### src/rtl/core/lpht_pkg.sv
// Shared types and constants for the linear probing hash table.
// No dependencies; used by every module of the block and its checker.
`timescale 1ns / 1ps

package lpht_pkg;

  // Field widths of the item and result ports
  localparam int KeyW    = 32;
  localparam int StatusW = 2;
  localparam int SlotW   = 4;

  // Default number of slots
  localparam int DefTableDepth = 16;

  // Key bits folded into the home slot remainder per cycle
  localparam int HashBitsPerStep = 4;

  typedef enum logic {
    ActInsert = 1'b0,
    ActSearch = 1'b1
  } action_e;

  typedef enum logic [StatusW-1:0] {
    StInserted = 2'd0,
    StFull     = 2'd1,
    StFound    = 2'd2,
    StNotFound = 2'd3
  } status_e;

  // Result of one item, handed from the probe engine to the output register
  typedef struct packed {
    status_e          status;
    logic [SlotW-1:0] slot;
  } res_t;

endpackage

### src/rtl/core/lpht_hash.sv
// Home slot unit: key modulo the table depth.
// Power-of-two depths take the low key bits; others run a restoring remainder,
// a few key bits per cycle. Depends on lpht_pkg.
`timescale 1ns / 1ps

module lpht_hash #(
  parameter int TableDepth = lpht_pkg::DefTableDepth,
  localparam int IdxW = $clog2(TableDepth)
) (
  input  logic                      clk_i,
  input  logic                      rst_ni,
  input  logic                      start_i,
  input  logic [lpht_pkg::KeyW-1:0] key_i,
  output logic                      done_o,
  output logic [IdxW-1:0]           home_o
);

  localparam bit IsPow2 = ((TableDepth & (TableDepth - 1)) == 0);

  if (IsPow2) begin : g_pow2
    logic            done_q;
    logic [IdxW-1:0] home_q;

    // Remainder is a mask of the low key bits; home slot and done are registered
    always_ff @(posedge clk_i or negedge rst_ni) begin
      if (!rst_ni) begin
        done_q <= 1'b0;
      end else begin
        done_q <= start_i;
      end
    end

    always_ff @(posedge clk_i) begin
      if (start_i) begin
        home_q <= key_i[IdxW-1:0];
      end
    end

    assign done_o = done_q;
    assign home_o = home_q;
  end else begin : g_div
    localparam int BitsPerStep = lpht_pkg::HashBitsPerStep;
    localparam int Steps       = lpht_pkg::KeyW / BitsPerStep;
    localparam int StepW       = $clog2(Steps);
    localparam logic [StepW-1:0] LastStep = StepW'(Steps - 1);
    localparam logic [IdxW:0]    DepthC   = (IdxW + 1)'(TableDepth);

    logic                      busy_q;
    logic                      done_q;
    logic [StepW-1:0]          cnt_q;
    logic [IdxW-1:0]           rem_q, rem_d;
    logic [lpht_pkg::KeyW-1:0] sh_q, sh_d;
    logic [IdxW:0]             trial;

    // Restoring remainder, MSB first; trial stays below twice the depth
    always_comb begin
      rem_d = rem_q;
      sh_d  = sh_q;
      trial = '0;
      for (int b = 0; b < BitsPerStep; b++) begin
        trial = {rem_d, sh_d[lpht_pkg::KeyW-1]};
        if (trial >= DepthC) begin
          trial = trial - DepthC;
        end
        rem_d = trial[IdxW-1:0];
        sh_d  = sh_d << 1;
      end
    end

    // Step sequencing
    always_ff @(posedge clk_i or negedge rst_ni) begin
      if (!rst_ni) begin
        busy_q <= 1'b0;
        done_q <= 1'b0;
        cnt_q  <= '0;
      end else begin
        done_q <= 1'b0;
        if (start_i) begin
          busy_q <= 1'b1;
          cnt_q  <= '0;
        end else if (busy_q) begin
          cnt_q <= cnt_q + 1'b1;
          if (cnt_q == LastStep) begin
            busy_q <= 1'b0;
            done_q <= 1'b1;
          end
        end
      end
    end

    always_ff @(posedge clk_i) begin
      if (start_i) begin
        sh_q  <= key_i;
        rem_q <= '0;
      end else if (busy_q) begin
        sh_q  <= sh_d;
        rem_q <= rem_d;
      end
    end

    assign done_o = done_q;
    assign home_o = rem_q;
  end

endmodule

### src/rtl/core/lpht_probe.sv
// Probe engine: slot memory (key plus occupied mark), clearing pass after reset,
// and the sequencer that walks slots from home. Depends on lpht_pkg.
`timescale 1ns / 1ps

module lpht_probe #(
  parameter int TableDepth = lpht_pkg::DefTableDepth,
  localparam int IdxW = $clog2(TableDepth)
) (
  input  logic                      clk_i,
  input  logic                      rst_ni,
  output logic                      idle_o,
  input  logic                      start_i,
  input  lpht_pkg::action_e         action_i,
  input  logic [lpht_pkg::KeyW-1:0] key_i,
  input  logic                      home_valid_i,
  input  logic [IdxW-1:0]           home_i,
  output logic                      res_valid_o,
  output lpht_pkg::res_t            res_o,
  input  logic                      res_ready_i
);

  localparam int CntW = $clog2(TableDepth + 1);
  localparam int WordW = lpht_pkg::KeyW + 1;
  localparam logic [IdxW-1:0] LastIdx   = IdxW'(TableDepth - 1);
  localparam logic [CntW-1:0] DepthCnt  = CntW'(TableDepth);
  localparam logic [CntW-1:0] LastCheck = CntW'(TableDepth - 1);

  typedef enum logic [4:0] {
    StClear = 5'b00001,
    StIdle  = 5'b00010,
    StHash  = 5'b00100,
    StProbe = 5'b01000,
    StDone  = 5'b10000
  } state_e;

  state_e                    state_q, state_d;
  logic [IdxW-1:0]           addr_q, addr_d;
  logic [CntW-1:0]           iss_q, iss_d;
  logic [CntW-1:0]           chk_q, chk_d;
  logic                      rd_vld_q, rd_vld_d;
  logic [IdxW-1:0]           rd_addr_q, rd_addr_d;
  lpht_pkg::action_e         action_q;
  logic [lpht_pkg::KeyW-1:0] key_q;
  lpht_pkg::res_t            res_q, res_d;

  // Memory port signals
  logic             mem_we, mem_re;
  logic [IdxW-1:0]  mem_waddr, mem_raddr;
  logic [WordW-1:0] mem_wdata;
  logic [WordW-1:0] mem_q [TableDepth];
  logic [WordW-1:0] rdata_q;

  logic                      rd_occ;
  logic [lpht_pkg::KeyW-1:0] rd_key;
  logic                      issue;
  logic [IdxW-1:0]           addr_inc;

  assign rd_occ   = rdata_q[lpht_pkg::KeyW];
  assign rd_key   = rdata_q[lpht_pkg::KeyW-1:0];
  assign addr_inc = (addr_q == LastIdx) ? '0 : addr_q + 1'b1;
  assign issue    = (iss_q != DepthCnt);

  // Slot memory: one write port, one registered read port
  always_ff @(posedge clk_i) begin
    if (mem_we) begin
      mem_q[mem_waddr] <= mem_wdata;
    end
    if (mem_re) begin
      rdata_q <= mem_q[mem_raddr];
    end
  end

  // Sequencer. Reads run one slot ahead of the check of returned data; the
  // only write of an item happens at its last check, and the next item's first
  // read waits for the done, idle and hash states, so no forwarding is needed.
  always_comb begin
    state_d   = state_q;
    addr_d    = addr_q;
    iss_d     = iss_q;
    chk_d     = chk_q;
    rd_vld_d  = 1'b0;
    rd_addr_d = rd_addr_q;
    res_d     = res_q;
    mem_we    = 1'b0;
    mem_waddr = rd_addr_q;
    mem_wdata = {1'b1, key_q};
    mem_re    = 1'b0;
    mem_raddr = addr_q;

    case (state_q)
      StClear: begin
        mem_we    = 1'b1;
        mem_waddr = addr_q;
        mem_wdata = '0;
        addr_d    = addr_inc;
        if (addr_q == LastIdx) begin
          state_d = StIdle;
        end
      end
      StIdle: begin
        if (start_i) begin
          state_d = StHash;
        end
      end
      StHash: begin
        if (home_valid_i) begin
          addr_d  = home_i;
          iss_d   = '0;
          chk_d   = '0;
          state_d = StProbe;
        end
      end
      StProbe: begin
        rd_vld_d  = issue;
        rd_addr_d = addr_q;
        if (issue) begin
          mem_re = 1'b1;
          addr_d = addr_inc;
          iss_d  = iss_q + 1'b1;
        end
        if (rd_vld_q) begin
          chk_d = chk_q + 1'b1;
          if (action_q == lpht_pkg::ActInsert && !rd_occ) begin
            mem_we       = 1'b1;
            res_d.status = lpht_pkg::StInserted;
            res_d.slot   = lpht_pkg::SlotW'(rd_addr_q);
            rd_vld_d     = 1'b0;
            state_d      = StDone;
          end else if (action_q == lpht_pkg::ActSearch && rd_occ && rd_key == key_q) begin
            res_d.status = lpht_pkg::StFound;
            res_d.slot   = lpht_pkg::SlotW'(rd_addr_q);
            rd_vld_d     = 1'b0;
            state_d      = StDone;
          end else if (chk_q == LastCheck) begin
            // every slot probed without success
            res_d.status = (action_q == lpht_pkg::ActInsert) ? lpht_pkg::StFull
                                                             : lpht_pkg::StNotFound;
            res_d.slot   = '0;
            rd_vld_d     = 1'b0;
            state_d      = StDone;
          end
        end
      end
      StDone: begin
        if (res_ready_i) begin
          state_d = StIdle;
        end
      end
      default: begin
        state_d = StIdle;
      end
    endcase
  end

  // Control registers
  always_ff @(posedge clk_i or negedge rst_ni) begin
    if (!rst_ni) begin
      state_q  <= StClear;
      addr_q   <= '0;
      iss_q    <= '0;
      chk_q    <= '0;
      rd_vld_q <= 1'b0;
    end else begin
      state_q  <= state_d;
      addr_q   <= addr_d;
      iss_q    <= iss_d;
      chk_q    <= chk_d;
      rd_vld_q <= rd_vld_d;
    end
  end

  // Item and result payload
  always_ff @(posedge clk_i) begin
    rd_addr_q <= rd_addr_d;
    res_q     <= res_d;
    if (state_q == StIdle && start_i) begin
      action_q <= action_i;
      key_q    <= key_i;
    end
  end

  assign idle_o      = (state_q == StIdle);
  assign res_valid_o = (state_q == StDone);
  assign res_o       = res_q;

endmodule

### src/rtl/core/linear_probing_hash_table_top.sv
// Top level of the linear probing hash table: home slot unit, probe engine
// and the output register. Depends on lpht_pkg, lpht_hash and lpht_probe.
//
//   channel | direction | handshake              | payload
//   --------+-----------+------------------------+--------------------
//   in      | into      | in_valid_i / in_ready_o | action_i, key_i
//   out     | out of    | out_valid_o/out_ready_i | status_o, slot_o
//
// One item at a time. With P slots probed (1 to TableDepth) an item passes
// the hash, probe and done states from acceptance to the next acceptance; at
// non-power-of-two depths, hash waits for the remainder (4 key bits/cycle).
// The single read port of the slot memory sets the one-slot-per-cycle probe.
// After reset a clearing pass over every slot runs with in_ready_o low.
// A result held in the output register does not block the next item; that
// item stalls only when its own result is ready and the register is still full.
`timescale 1ns / 1ps

module linear_probing_hash_table_top #(
  parameter int TableDepth = lpht_pkg::DefTableDepth
) (
  input  logic                         clk_i,
  input  logic                         rst_ni,
  input  logic                         in_valid_i,
  output logic                         in_ready_o,
  input  logic                         action_i,
  input  logic [lpht_pkg::KeyW-1:0]    key_i,
  output logic                         out_valid_o,
  input  logic                         out_ready_i,
  output logic [lpht_pkg::StatusW-1:0] status_o,
  output logic [lpht_pkg::SlotW-1:0]   slot_o
);

  localparam int IdxW = $clog2(TableDepth);

  logic            idle;
  logic            in_acc;
  logic            home_valid;
  logic [IdxW-1:0] home;
  logic            res_valid;
  logic            res_ready;
  lpht_pkg::res_t  res;

  logic           out_valid_q;
  lpht_pkg::res_t out_res_q;

  assign in_ready_o = idle;
  assign in_acc     = in_valid_i && idle;

  lpht_hash #(
    .TableDepth(TableDepth)
  ) u_hash (
    .clk_i  (clk_i),
    .rst_ni (rst_ni),
    .start_i(in_acc),
    .key_i  (key_i),
    .done_o (home_valid),
    .home_o (home)
  );

  lpht_probe #(
    .TableDepth(TableDepth)
  ) u_probe (
    .clk_i       (clk_i),
    .rst_ni      (rst_ni),
    .idle_o      (idle),
    .start_i     (in_acc),
    .action_i    (lpht_pkg::action_e'(action_i)),
    .key_i       (key_i),
    .home_valid_i(home_valid),
    .home_i      (home),
    .res_valid_o (res_valid),
    .res_o       (res),
    .res_ready_i (res_ready)
  );

  // Output register
  assign res_ready = !out_valid_q || out_ready_i;

  always_ff @(posedge clk_i or negedge rst_ni) begin
    if (!rst_ni) begin
      out_valid_q <= 1'b0;
    end else if (res_valid && res_ready) begin
      out_valid_q <= 1'b1;
    end else if (out_ready_i) begin
      out_valid_q <= 1'b0;
    end
  end

  always_ff @(posedge clk_i) begin
    if (res_valid && res_ready) begin
      out_res_q <= res;
    end
  end

  assign out_valid_o = out_valid_q;
  assign status_o    = out_res_q.status;
  assign slot_o      = out_res_q.slot;

endmodule

### config.mk
export PLATFORM = sky130hd
export DESIGN_NAME = linear_probing_hash_table_top
export DESIGN_NICKNAME = d
export VERILOG_FILES = /design/src/rtl/core/lpht_pkg.sv /design/src/rtl/core/lpht_hash.sv /design/src/rtl/core/lpht_probe.sv /design/src/rtl/core/linear_probing_hash_table_top.sv
export SDC_FILE = /design/constraint.sdc
export NUM_CORES = 1
export LEC_CHECK = 0
export BUFFER_PORTS_ARGS = -buffer_cell sky130_fd_sc_hd__buf_4
export CAP_MARGIN = 20
export CORE_MARGIN = 2
export CORE_UTILIZATION = 50
export CTS_BUF_LIST = sky130_fd_sc_hd__clkbuf_4 sky130_fd_sc_hd__clkbuf_8 sky130_fd_sc_hd__clkbuf_16
export DETAILED_ROUTE_END_ITERATION = 8
export PLACE_DENSITY = 0.65
export SETUP_SLACK_MARGIN = 0.15
export SLEW_MARGIN = 20
export SYNTH_ARGS = -nofsm -noshare
export SYNTH_HDL_FRONTEND = slang
export SYNTH_SLANG_ARGS = --single-unit
export TNS_END_PERCENT = 100
### constraint.sdc
create_clock -name clk_i -period 5.3 [get_ports clk_i]
set_input_delay 0.265 -clock clk_i [delete_from_list [all_inputs] [get_ports clk_i]]
set_output_delay 0.265 -clock clk_i [all_outputs]
set_load 0.005 [all_outputs]
== Word-level counts from Yosys, hierarchy flattened ==
Memory sizes are Yosys's and may differ from the RTL's. A register that Yosys moved wholly into a read port is not among the register bits.
Cells that the tools add are included.
W data, S select, Z words.

* Output and inout port bits: 8
* Memories: 1
* Flip-flop bits (word level): 75
* Input port bits: 37
* Memory bits (writable): 528

{| class="wikitable"
|+ Memories
! name !! words !! width !! read ports !! clocked after Yosys merged registers in !! wr ports !! RTL line !! source
|-
| u_probe.mem_q || 16 || 33 || 1 || 1 || 1 || lpht_probe.sv:50 || <nowiki>logic [WordW-1:0] mem_q [TableDepth];</nowiki>
|}

* Bitwise gates (word level): 1
* Reduce and logical (&&, ||, !) cells: 19
* Mux-type cells: 38
* Add/sub/neg operators: 3
* Equality and inequality tests: 16

{| class="wikitable"
|+ Operators with widths
! kind !! number
|-
| $mux W5 || 11
|-
| $mux W33 || 1
|-
| $eq A32 B32 Y1 || 1
|-
| $pmux W5 S5 || 1
|-
| $mux W4 || 5
|-
| $pmux W5 S2 || 2
|-
| $mux W1 || 13
|-
| $mux W6 || 2
|-
| $pmux W4 S3 || 1
|-
| $reduce_and A3 Y1 || 4
|-
| $add A5 B1 Y5 const B || 2
|-
| $eq A5 B4 Y1 const B || 2
|-
| $ne A2 B1 Y1 const B || 5
|-
| $logic_and A1 B1 Y1 || 6
|-
| $reduce_and A6 Y1 || 1
|-
| $reduce_bool A3 Y1 || 2
|-
| $eq A5 B1 Y1 const B || 1
|-
| $eq A5 B2 Y1 const B || 1
|-
| $eq A5 B3 Y1 const B || 1
|-
| $eq A5 B5 Y1 const B || 1
|-
| $ne A5 B5 Y1 const B || 1
|-
| $add A4 B1 Y4 const B || 1
|-
| $eq A4 B4 Y1 const B || 1
|-
| $ne A4 B1 Y1 const B || 1
|-
| 8 further kinds || 10
|}

== Logic depth before layout (Yosys ltp) ==
* Depth in word-level cells: 7
* Depth in mapped cells: 8
* Gate-level depth less buffers: 7

== Hierarchy ==
From an unflattened synthesis, not the netlist that was laid out.

* Cells, all modules: 1292
* Area total of the unflattened synthesis: 24758.7 um^2

{| class="wikitable"
|+ Modules (own cells, without submodules)
! module !! cells each !! instances !! area each (um^2) !! seq. area each (um^2)
|-
| lpht_probe || 1276 || 1 || 24373.4 || 18639.1
|-
| linear_probing_hash_table_top || 11 || 1 || 240.2 || 205.2
|-
| lpht_hash || 5 || 1 || 145.1 || 145.1
|}

== Least setup slack after synthesis ==
No wires, ideal clock.

* Kind: register to register
* Start point: register u_probe.state_q[3]
* End point: memory u_probe.mem_q[6][0] in the netlist's numbering, enable pin
* Library setup time: 0.423 ns
* Period minus slack after synthesis: 3.391 ns
* Arrival time: 2.968 ns
* Buffers on the path: 1
* Slack: 1.909 ns
* Stages on the path, launching flop included: 8
* Data required time: 4.877 ns
* Cells stage by stage: dfrtp_1 > or3_4 > nor3b_4 > inv_2 > buf_2 > nor3_1 > a31oi_1 > nor2_1

* Word-level cells in the longest chain between the ends: 4
* Elaborated cells between the ends (all ways): 6

{| class="wikitable"
|+ RTL lines
! item !! RTL line !! source
|-
| start, declared || lpht_probe.sv:36 || <nowiki>state_e state_q, state_d;</nowiki>
|-
| start signal, assigned || lpht_probe.sv:158 || <nowiki>state_q <= StClear;</nowiki>
|-
| start signal, assigned || lpht_probe.sv:164 || <nowiki>state_q <= state_d;</nowiki>
|-
| $eq A5 B4 Y1 or $eq A5 B1 Y1 (tied branches) || lpht_probe.sv:90 || <nowiki>case (state_q)</nowiki>
|-
| $pmux W1 S2 || lpht_probe.sv:90 ||
|-
| $mux W1 || lpht_probe.sv:65 || <nowiki>if (mem_we) begin</nowiki>
|-
| $mux W1 (implied by the code) || lpht_probe.sv:66 || <nowiki>mem_q[mem_waddr] <= mem_wdata;</nowiki>
|-
| end, declared || lpht_probe.sv:50 ||
|}

Parallel ways exist; a longest one is shown, timed or not.

== Final worst setup path ==
* Start point: register u_probe.state_q[3]
* End point: memory u_probe.mem_q[9][23] in the netlist's numbering, enable pin

Same word-level chain as after synthesis.

==> results.json <==
{
  "gp_congestion": 0.803,
  "status": "finished, final reports clean",
  "io_buffers": 44,
  "reg2reg_depth": 7,
  "synth.top_cell.area_share_pct": 74.2,
  "cp_top_family": "simple AND/OR/NAND/NOR gates",
  "synthArstFlopShare_pct": 3.48,
  "yosys.area.top_type": "edfxtp_1",
  "fin_nets": 1239,
  "clock_sinks": 632,
  "crit_path_max_incr_delay_ns": 0.63,
  "grt_max_degree": 89,
  "die_h_um": 226,
  "grt_pass1_wl_um": 76000,
  "wirelength_um": 51900,
  "min_path_type": "input port to asynchronous set/reset pin",
  "htreeDepth": 3,
  "crit_arrival_ns": 4.04,
  "reg2reg_to": "u_probe.mem_q[9][23]",
  "cts_tree": "done",
  "area_growth_pct": 15.8,
  "wl_per_cell_um": 27.1,
  "max_slew_margin_pct": 24.1,
  "crit_slowest_cell": "nor2_4",
  "worstSetupPathType": "flip-flop to flip-flop",
  "avgSynthCellArea_um2": 22.9,
  "post_cts_buffers": 0,
  "p_switching_mw": 3.58,
  "worstPathBufferInverterCount": 2,
  "crit_required_ns": 5.57,
  "nFillCells": 3538,
  "clock_skew_ns": 0.0238,
  "clock_power_share_pct": 34.2,
  "route.detailed.drc": 0,
  "num_vias": 11426,
  "post-route-period-util_pct": 70.9,
  "stdcell_count": 1913,
  "globalRouteOverflowTotal": 0,
  "syn_nets": 1118,
  "die_w_um": 226,
  "clock.fmax_ghz": 0.266,
  "dr.first_iter.drc_count": 1211,
  "synth_edf_count": 610,
  "synth_ff_type": "edfxtp_1",
  "grt.total_usage_pct": 21.0,
  "p_seq_share_pct": 45.9,
  "synthesis.area_um2": 24700,
  "maxCapViolCount": 0,
  "cts_resized": 0,
  "io_pins": 45,
  "ys_ff_latch": 632,
  "grt_setup_unrepaired": "no",
  "p_leak_nw": 9.35,
  "drv_slew": 0,
  "clockBufferDepth": 3,
  "synth.area.top_cells": "edfxtp_1 (74%), mux4_1 (8.8%), mux4_2 (7.5%), dfrtp_1 (2.1%), xor2_1 (1.2%)",
  "dp.cells": 1752,
  "setup_viol": 0,
  "switching_share_pct": 26.5,
  "finalHoldViolCount": 0,
  "fin_setup_tns_ns": 0,
  "cts_root_buf": "clkbuf_16",
  "rrSetupSlack_ns": 1.54,
  "peakVddDrop_v": 0.000220,
  "worst_pin_slew_ns": 1.14,
  "power_mw": 13.5,
  "p_int_mw": 9.95,
  "initial_core_util_pct": 50.5,
  "dpl.hpwl_um": 32000,
  "fin_crit_ns": 3.76,
  "critical_path.max_fanout": 56,
  "synth_warnings": 0,
  "antenna_found_initial": 3,
  "synth_cells": 1076,
  "startpoint_type": "flip-flop",
  "num_rows": 81,
  "clkTransAtPathRegs_ns": 0.06,
  "worstSetupEndpointType": "flip-flop",
  "cts_buffers": 67,
  "firstDrtPassIters": 5,
  "combPwrFrac_pct": 19.9,
  "r2r_start": "u_probe.state_q[3]",
  "avgViaCountPerCell": 5.97,
  "clock_latency_ns": 0.60,
  "diodes": 0,
  "powerDensity_nw_per_um2": 474,
  "core-area_um2": 48800,
  "die-area_um2": 51200,
  "final_layout_size_suffix_gt1_share_pct": 23.0,
  "synth_cell_types": 52,
  "yosysSeqAreaShare_pct": 76.4,
  "crit_chain": "or3_4 -> nor3b_4 -> inv_2 -> nor2_1 -> a22oi_1 -> nor2_4 -> buf_4",
  "grt_pass1_vias": 11274,
  "ant_nets": 0
}
## cells by family (layout without fill, tap and decap cells)
kind of cell               Yosys count  after routing  synth area share, %
AOI/OAI and AO/OA                   51             51                 1.31
xor gates and xnor gates            35             35                 1.24
adders and majority gates            5              5                0.253
buffers and inverters               61            234                 1.53
DFF                                632            632                 76.4
muxes                              167            167                 16.4
and+or+nand+nor                    125            125                 2.82
## layout make-up
type                    count  area (um^2)  share of cell area, %
clock inverters            36          333                   1.16
inverters                  13         48.8                  0.171
clock buffers              85         1860                   6.53
well taps                 664          831                   2.91
multi-input cells         383         5560                   19.5
repair buffers            100         1060                   3.70
flip-flops and latches    632        18900                   66.1
## through the flow
stage               utilization (%)  setup WS, ns  hold slack [ns]  instance area [um^2]
finish                         58.5          1.54            0.106                 28600
global route                   58.5          1.29            0.142                 28600
CTS                            58.2          1.45            0.104                 28400
detailed placement             53.0          1.46            0.179                 25900
global placement               52.7          1.55            0.169                 25700
floorplan                         -          1.91          -0.0306                 24700
## metal layers
metal  part of all wire, %  track usage (%)  up-vias
li1                      -                -     4850
met2                    43             29.0      444
met4                   1.6             5.50        0
met3                   8.9             4.84       67
met1                    46             33.9     6065
met5                     0                0        -
## worst max path at each step
stage / startpoint / end / cells past startpoint
final: u_probe.state_q[3] / u_probe.mem_q[9][23] / 7
after global routing: u_probe.state_q[3] / u_probe.mem_q[1][6] / 6
after CTS: u_probe.state_q[3] / u_probe.mem_q[13][17] / 6
after detailed placement: u_probe.state_q[3] / u_probe.mem_q[13][27] / 6
after global placement: u_probe.state_q[3] / u_probe.mem_q[8][23] / 6
after floorplan: u_probe.state_q[3] / u_probe.mem_q[6][0] / 7
## cells in the mapped netlist, types with 3 or more instances
master,instances
ha_1,5
and3_1,6
nand4_1,5
a21oi_1,7
mux4_1,83
buf_2,7
edfxtp_1,610
nor3_1,5
dfrtp_1,21
nand3_1,3
buf_12,3
nor4_1,10
o21bai_1,3
a31oi_1,7
o21ai_0,16
o22ai_1,3
clkbuf_1,25
and2_1,34
mux4_2,82
inv_1,11
buf_6,12
xor2_1,33
nor2_1,28
o31ai_1,4
nand2_1,18
## placed cells by master, fill, tap and decap left out, types with 4 or more instances in the layout
master / Yosys / layout
buf_12: 3 / 8
edfxtp_1: 610 / 610
o31ai_1: 4 / 4
and3_1: 6 / 6
nand2_1: 18 / 18
nor4_1: 10 / 10
o21ai_0: 16 / 16
and2_1: 34 / 33
nand4_1: 5 / 5
a31oi_1: 7 / 7
clkinv_1: 0 / 12
clkbuf_16: 0 / 70
clkbuf_4: 0 / 15
bufinv_16: 0 / 5
dfrtp_1: 21 / 18
ha_1: 5 / 5
nor2_4: 0 / 16
mux4_2: 82 / 82
a21oi_1: 7 / 7
xor2_1: 33 / 33
buf_16: 0 / 6
clkinv_2: 0 / 13
dlygate4sd3_1: 0 / 35
buf_4: 0 / 51
inv_1: 11 / 10
nor2_1: 28 / 12
mux4_1: 83 / 83
nor3_1: 5 / 5
## power by group through the flow
stage          clock network [mW]  registers [mW]  logic, mW
2_1_floorplan                   0            6.10       2.07
3_3_place_gp                    0            6.32       2.64
3_5_place_dp                    0            6.32       2.68
4_1_cts                      4.72            6.22       2.71
5_1_grt                      4.91            6.24       2.87
6_report                     4.63            6.21       2.70
## worst reg2reg max path, delay by kind of cell (launching register included)
family,cells,cell delay [ns]
flops,1,0.43
buf+inv,2,0.90
compound gates,1,0.35
simple gates,4,1.75
## registers in the layout, indices dropped and copies added (netlist names)
name	flops
u_probe.iss_q	5
slot_o	4
status_o	2
u_probe.state_q	5
u_probe.action_q	1
u_probe.rd_addr_q	4
out_valid_o	1
u_hash.done_o	1
u_probe.key_q	32
u_probe.addr_q	4
u_probe.res_o	6
u_probe.rdata_q	33
u_probe.mem_q	528
u_probe.chk_q	5
u_probe.rd_vld_q	1
## repair_timing
| item | 4_1_cts | 5_1_grt |
|---|---|---|
| hold endpoints to repair | 56 | 0 |
| hold buffers | 35 | 0 |
| endpoints found under the setup margin | 0 | 0 |
No activity file was read; power rests on OpenSTA's default activity.
